[src/rtl/assert_macros.svh]
// Assertion shorthands used by the top-level median module.
// Both expect signals named clk and rst_n in the enclosing module.
`ifndef ASSERT_MACROS_SVH
`define ASSERT_MACROS_SVH

// Same-cycle implication, checked outside reset.
`define SWM_ASSERT_HOLDS(label, ante, cons, msg) \
    label: assert property (@(posedge clk) disable iff (!rst_n) (ante) |-> (cons)) \
        else $error(msg);

// Next-cycle implication, checked outside reset.
`define SWM_ASSERT_NEXT(label, ante, cons, msg) \
    label: assert property (@(posedge clk) disable iff (!rst_n) (ante) |=> (cons)) \
        else $error(msg);

`endif

[src/rtl/swm_ram.sv]
module swm_ram #(
    parameter int WIDTH = 8,
    parameter int DEPTH = 16
) (
    input  logic                     clk,
    input  logic                     we,
    input  logic [$clog2(DEPTH)-1:0] waddr,
    input  logic [WIDTH-1:0]         wdata,
    input  logic [$clog2(DEPTH)-1:0] raddr,
    output logic [WIDTH-1:0]         rdata
);

    logic [WIDTH-1:0] mem [DEPTH];

    // Write one entry, register the read
    always_ff @(posedge clk)
    begin
        if (we)
        begin
            mem[waddr] <= wdata;
        end
        rdata <= mem[raddr];
    end

endmodule

[config.mk]
export PLATFORM = sky130hd
export DESIGN_NAME = swm_ram
export DESIGN_NICKNAME = d
export VERILOG_FILES = /design/src/rtl/assert_macros.svh /design/src/rtl/swm_ram.sv
export SDC_FILE = /design/constraint.sdc
export NUM_CORES = 1
export LEC_CHECK = 0
export ABC_AREA = 1
export BUFFER_PORTS_ARGS = -buffer_cell sky130_fd_sc_hd__buf_2
export CORE_ASPECT_RATIO = 1.2
export CORE_MARGIN = 5
export CORE_UTILIZATION = 57
export CTS_BUF_LIST = sky130_fd_sc_hd__clkbuf_4
export DETAILED_ROUTE_END_ITERATION = 8
export PLACE_DENSITY = 0.75
export SYNTH_ARGS = -nofsm -noshare
export SYNTH_HDL_FRONTEND = slang
export SYNTH_SLANG_ARGS = --single-unit
[constraint.sdc]
create_clock -name clk -period 1.2 [get_ports clk]
set_input_delay 0.12 -clock clk [delete_from_list [all_inputs] [get_ports clk]]
set_output_delay 0.12 -clock clk [all_outputs]
set_load 0.01 [all_outputs]
### Word level (Yosys, flattened, before mapping)

Memory sizes are Yosys's and may differ from the RTL's. A register that Yosys moved wholly into a read port is not among the register bits.
Cells that the tools add are included.

| word-level totals | value |
|---|---|
| memories kept | 1 |
| input port bits | 18 |
| memory bits (writable) | 128 |
| bits in registers | 0 |
| bits in read-only memories | 0 |
| output and inout bits | 8 |
| latch bits | 0 |

Memories:

| memory | words | bits a word | rd ports | clocked after memory_dff | write ports | line | source |
|---|---|---|---|---|---|---|---|
| mem | 16 | 8 | 1 | 1 | 1 | swm_ram.sv:13 | `logic [WIDTH-1:0] mem [DEPTH];` |

| cells by class | value |
|---|---|
| reduce and logical (&&, ||, !) cells | 0 |
| $add $sub $neg | 0 |
| shift operators | 0 |
| div/mod/pow operators | 0 |
| bitwise gates (word level) | 0 |
| order comparisons | 0 |
| eq/ne operators | 0 |
| $mul | 0 |
| multiplexer cells | 2 |

Operators by type and width:

| cell | count |
|---|---|
| 2-to-1 mux 1 bit | 2 |

### Depth between registers and ports, before layout

Gate-level depths: netlist of the first run.

| depth | value |
|---|---|
| depth in word-level cells | 2 |
| mapped depth | 8 |

### Worst setup path before layout of the first run

No wires, ideal clock.

| timing | value |
|---|---|
| kind | input to register |
| from | input waddr[2] |
| to | memory mem[10][0], enable pin |
| setup time | 370 ps |
| data required time | 830 ps |
| buffers on the path | 0 |
| setup slack | 129 ps |
| data arrival time | 701 ps |
| cell stages on the path | 2 |
| cell sequence | nand3b_1 nor2_1 |

RTL lines:

| element | line | source |
|---|---|---|
| from (decl) | swm_ram.sv:7 | `input logic [$clog2(DEPTH)-1:0] waddr,` |
| to (decl) | swm_ram.sv:13 |  |

Straight into the memory's write port.

### Worst setup path in the final report of the first run

| timing | value |
|---|---|
| from | register rdata[5] (read register of mem) |
| to | output rdata[5] |

RTL lines:

| element | line | source |
|---|---|---|
| from (decl) | swm_ram.sv:10 | `output logic [WIDTH-1:0] rdata` |

No word-level cell between the ends.

==> metrics.cfg, run 1 <==
[outcome]
run_status = finished, final reports clean

[synth]
synthCells = 551
yosys_warnings = 0
avgSynthCellArea_sq_um = 10.5
ys_ff_latch = 136
ys_seq_area_frac = 0.694
syn-num-nets = 569
syn-cell-area_sq_mm = 0.00577
synth_cell_types = 12

[global_route]
grt_max_degree = 65
grt_pass1_wl_mm = 19.6
grt_usage = 0.217
first_global_vias = 3842
antenna_found_initial = 0
grt_overflow = 0

[timing]
worst_pin_slew_ps = 365
slew_viol_final = 0
timing.final.ws_setup_ps = 45.7
fin_skew_ps = 19.0
rsz0062_at_grt = true
min_period_ps = 1150
tns_ps = 0
max_freq_ghz = 0.866
timing.hold.ws_ps = 131
final-hold-violation-count = 0
setup_viol = 0
fin_crit_sh = 0.962
maxSlewHeadroom = 0.756

[power_and_ir_drop]
seq_power_share = 0.587
p_switching_mw = 2.10
intPower_mw = 6.99
power_mw = 9.10
pwr-share-clk = 0.336
pwr-share-comb = 0.078
ir_drop_mv = 0.975
switching_share = 0.231
total_leakage_power_nw = 2.88
power_density_mw_per_mm2 = 1390

[setup_path]
path_class = flip-flop to output pin
path_buf_inv = 1
cpMaxStageDelayCell = dfxtp_1
cp.arrival_ps = 1030
critPathMaxFanout = 1
startpoint_type = flip-flop
path_cells = buf_2
endpoint_kind = output pin
cp.required_ps = 1080
cpPeakStageDelay_ps = 360
cp_top_family = flip-flops

[floorplan]
core_area_sq_mm = 0.00996
rows = 40
io_pins = 26
die_area_sq_mm = 0.0122
die_h_um = 120
initial_utilization = 0.579
die_w_um = 102

[detailed_routing]
wl_per_cell_um = 16.3
first_pass_iters = 5
drt_iter0_markers = 417
postRouteAntennaNets = 0
drc = 0
vias = 3904
wl_mm = 12.2
via_per_inst = 5.22

[clocking]
clock-root-buffer = clkbuf_4
cts_tree = done
clk_pin_slew_ps = 120
cts_buffers = 17
h-tree-depth = 4
clock_sinks = 136
post_cts_buffers = 0
clockBufferDepth = 2
clk_latency_ps = 550

[layout]
fin_nets = 627
final_cells = 748
final_area_sq_mm = 0.00657
drive_above_1_share = 0.141
diodes = 0
fill_cells = 769
area_growth_syn_to_layout_pct = 13.8
postLayoutCoreUtil = 0.659

[placement]
pre_cts_ws_ps = 24.5
placed_area_sq_mm = 0.00614
io_buffers = 25
gp_congestion = 0.874
place_inst = 706
place_hpwl_mm = 7.92

[run]
maxCapViolations = 0

[worst_hold_path]
min_path_type = primary input to flip-flop

==> final cells by class <==
class                           instances  area, sq um  area share
Clock buffer                           18          135      0.0206
Inverter                              102          383      0.0583
Timing Repair Buffer                   63          510      0.0778
Clock inverter                         14          158      0.0240
Multi-Input combinational cell        289         1210       0.185
Sequential cell                       136         4010       0.610
Tap cell                              126          158      0.0240
==> layout by cell type, fill, tap and decap left out <==
cell           instances
clkbuf_4              18
clkinv_4               2
clkinv_2               4
clkinvlp_4             3
nand3_1               97
inv_2                  2
clkinv_1               2
dfxtp_1                5
nand3b_1               2
buf_4                 24
dfxtp_2                3
bufinv_16              3
buf_6                  4
nand2_1              173
nor2_1                17
buf_12                 4
inv_1                100
buf_2                 21
edfxtp_1             128
dlygate4sd3_1         10
==> cell families (layout without fill, tap and decap cells) <==
group | after synthesis | after routing | synth area share
buf+inv | 126 | 197 | 0.0952
flops | 136 | 136 | 0.694
simple gates | 289 | 289 | 0.210
==> sequential cells by signal, summed over array words and instances (netlist names) <==
register and count:
rdata 8, mem 128
==> final timing paths <==
path / cells past startpoint / slack, ps / startpoint / end
setup / recovery: 1 / 50 / rdata[5] / rdata[5]
hold / removal: 6 / 130 / raddr[1] / rdata[4]
setup reg to reg: 6 / 230 / mem[2][0] / rdata[0]
hold reg to reg: 6 / 670 / mem[11][3] / rdata[3]
==> Yosys cell counts <==
cell | number | area, sq um
buf_1 | 1 | 3.75
buf_2 | 13 | 65.1
buf_4 | 4 | 30.0
buf_6 | 6 | 67.6
dfxtp_1 | 8 | 160
edfxtp_1 | 128 | 3840
inv_1 | 100 | 375
inv_2 | 2 | 7.51
nand2_1 | 173 | 649
nand3_1 | 97 | 485
nand3b_1 | 2 | 15.0
nor2_1 | 17 | 63.8
==> power groups by stage <==
stage | Clock, mW | Combinational [mW] | Sequential, mW
floorplan | 0 | 0.375 | 5.45
global placement | 0 | 0.643 | 5.44
detailed placement | 0 | 0.663 | 5.44
CTS | 3.10 | 0.692 | 5.34
global route | 3.33 | 0.779 | 5.35
finish | 3.05 | 0.707 | 5.34
==> per-layer routing <==
| layer | track usage | up-vias | share of wire |
|---|---|---|---|
| met5 | 0 | - | 0 |
| met4 | 0.0771 | 0 | 0.016 |
| met3 | 0.0473 | 19 | 0.060 |
| met2 | 0.368 | 144 | 0.52 |
| met1 | 0.273 | 1846 | 0.40 |
| li1 | - | 1895 | - |
==> what timing repair did <==
action / 4_1_cts / 5_1_grt
endpoints found under the setup margin: 2 / 4
resized for setup: 2 / 5
endpoints found under the hold margin: 136 / 0
hold buffers: 10 / 0
No activity file was read; power rests on OpenSTA's default activity.
==> run 2: changes to the inputs <==
Settings changed: SETUP_SLACK_MARGIN set to 0.1.
==> metrics.cfg, run 2 (synthesis results as in run 1) <==
[outcome]
run_status = finished, final reports clean

[clocking]
clock-root-buffer = clkbuf_4
h-tree-depth = 4
clockBufferDepth = 2
clk_latency_ps = 540
cts_tree = done
cts_buffers = 17
clock_sinks = 136
clk_pin_slew_ps = 130
post_cts_buffers = 0

[power_and_ir_drop]
pwr-share-comb = 0.078
seq_power_share = 0.587
intPower_mw = 7.00
total_leakage_power_nw = 2.88
power_density_mw_per_mm2 = 1380
p_switching_mw = 2.09
switching_share = 0.230
pwr-share-clk = 0.335
ir_drop_mv = 0.975

[layout]
fill_cells = 768
fin_nets = 627
final_cell_mix = nand2_1 (173), edfxtp_1 (128), inv_1 (100), nand3_1 (97), buf_4 (24)
regMostFlops = mem
final_cells = 748
largest_reg_flops = 128
multi_input_area_sq_mm = 0.00121
area_growth_syn_to_layout_pct = 13.9
drive_above_1_share = 0.143
diodes = 0
regArea_sq_mm = 0.00401
postLayoutCoreUtil = 0.659
reg_top3 = mem: 128 flops, rdata: 8 flops
final_common_cell = nand2_1

[timing]
maxSlewHeadroom = 0.748
timing.final.ws_setup_ps = 73.1
max_freq_ghz = 0.887
worst_pin_slew_ps = 378
slew_viol_final = 0
rsz0062_at_grt = true
min_period_ps = 1130
fin_skew_ps = 22.0
final-hold-violation-count = 0
fin_crit_sh = 0.939
setup_viol = 0

[setup_path]
critPathMaxFanout = 1
path_buf_inv = 1
cp_top_family = flip-flops
endpoint_kind = output pin
rrSetupSlack_ps = 240
cpMaxStageDelayCell = dfxtp_2
path_cells = buf_6
cp.arrival_ps = 1010
cp.required_ps = 1080
startpoint_type = flip-flop
path_class = flip-flop to output pin
cpPeakStageDelay_ps = 350

[detailed_routing]
wl_per_cell_um = 16.2
via_per_inst = 5.22
postRouteAntennaNets = 0
drc = 0
vias = 3901
first_pass_iters = 5
drt_iter0_markers = 444
wl_mm = 12.1

[floorplan]
io_pins = 26
core_area_sq_mm = 0.00996
rows = 40
die_area_sq_mm = 0.0122
initial_utilization = 0.579
die_h_um = 120
die_w_um = 102

[worst_hold_path]
min_path_type = primary input to flip-flop

[placement]
place_hpwl_mm = 7.92
gp_congestion = 0.874
io_buffers = 25
pre_cts_ws_ps = 24.5
place_inst = 706

[global_route]
first_global_vias = 3834
grt_usage = 0.216
grt_overflow = 0
antenna_found_initial = 0
grt_pass1_wl_mm = 19.6
grt_max_degree = 65

[run]
maxCapViolations = 0

-- run 2: cell counts in the layout (fill, tap and decap cells not counted) --
Identical to the previous run, type by type.
-- run 2: timing repair --
| item | in CTS | in global routing |
|---|---|---|
| resized for setup | 8 | 0 |
| endpoints found under the hold margin | 136 | 0 |
| hold buffers | 10 | 0 |
| endpoints found under the setup margin | 8 | 8 |
-- run 2: power groups by stage --
| stage | combinational, mW | clock, mW | sequential, mW |
|---|---|---|---|
| 3_5_place_dp | 0.663 | 0 | 5.44 |
| 6_report | 0.705 | 3.05 | 5.34 |
| 2_1_floorplan | 0.375 | 0 | 5.45 |
| 4_1_cts | 0.709 | 3.10 | 5.34 |
| 3_3_place_gp | 0.643 | 0 | 5.44 |
| 5_1_grt | 0.779 | 3.33 | 5.35 |
-- run 2: final timing paths --
| kind | start | to | cells past startpoint |
|---|---|---|---|
| hold reg to reg | mem[14][4] | rdata[4] | 6 |
| setup reg to reg | mem[13][0] | rdata[0] | 6 |
| setup / recovery | rdata[7] | rdata[7] | 1 |
| hold / removal | raddr[1] | rdata[4] | 6 |
-- run 2: area by class of cell --
cell class / instances / share of cell area
tap: 126 / 0.0240
clock inverter: 14 / 0.0240
timing repair buffer: 63 / 0.0777
inverter: 102 / 0.0583
clock buffer: 18 / 0.0206
multi-input combinational: 289 / 0.185
sequential: 136 / 0.611
-- run 2: metal layers --
| metal | track usage | vias to the layer above | routed length [um] |
|---|---|---|---|
| li1 | - | 1892 | - |
| met1 | 0.273 | 1845 | 4820 |
| met2 | 0.367 | 149 | 6410 |
| met3 | 0.0467 | 15 | 740 |
| met4 | 0.0755 | 0 | 153 |
| met5 | 0 | - | 0 |
-- run 2: metrics by stage --
| stage | total power, mW | hold slack [ps] | cell area, sq um | TNS, ps |
|---|---|---|---|---|
| after global routing | 9.46 | 122 | 6570 | -1.74 |
| after detailed placement | 6.11 | 503 | 6140 | 0 |
| after CTS | 9.15 | 96.7 | 6570 | 0 |
| final | 9.09 | 142 | 6570 | 0 |
| after floorplan | 5.82 | 219 | 5770 | 0 |
| after global placement | 6.08 | 490 | 6140 | 0 |
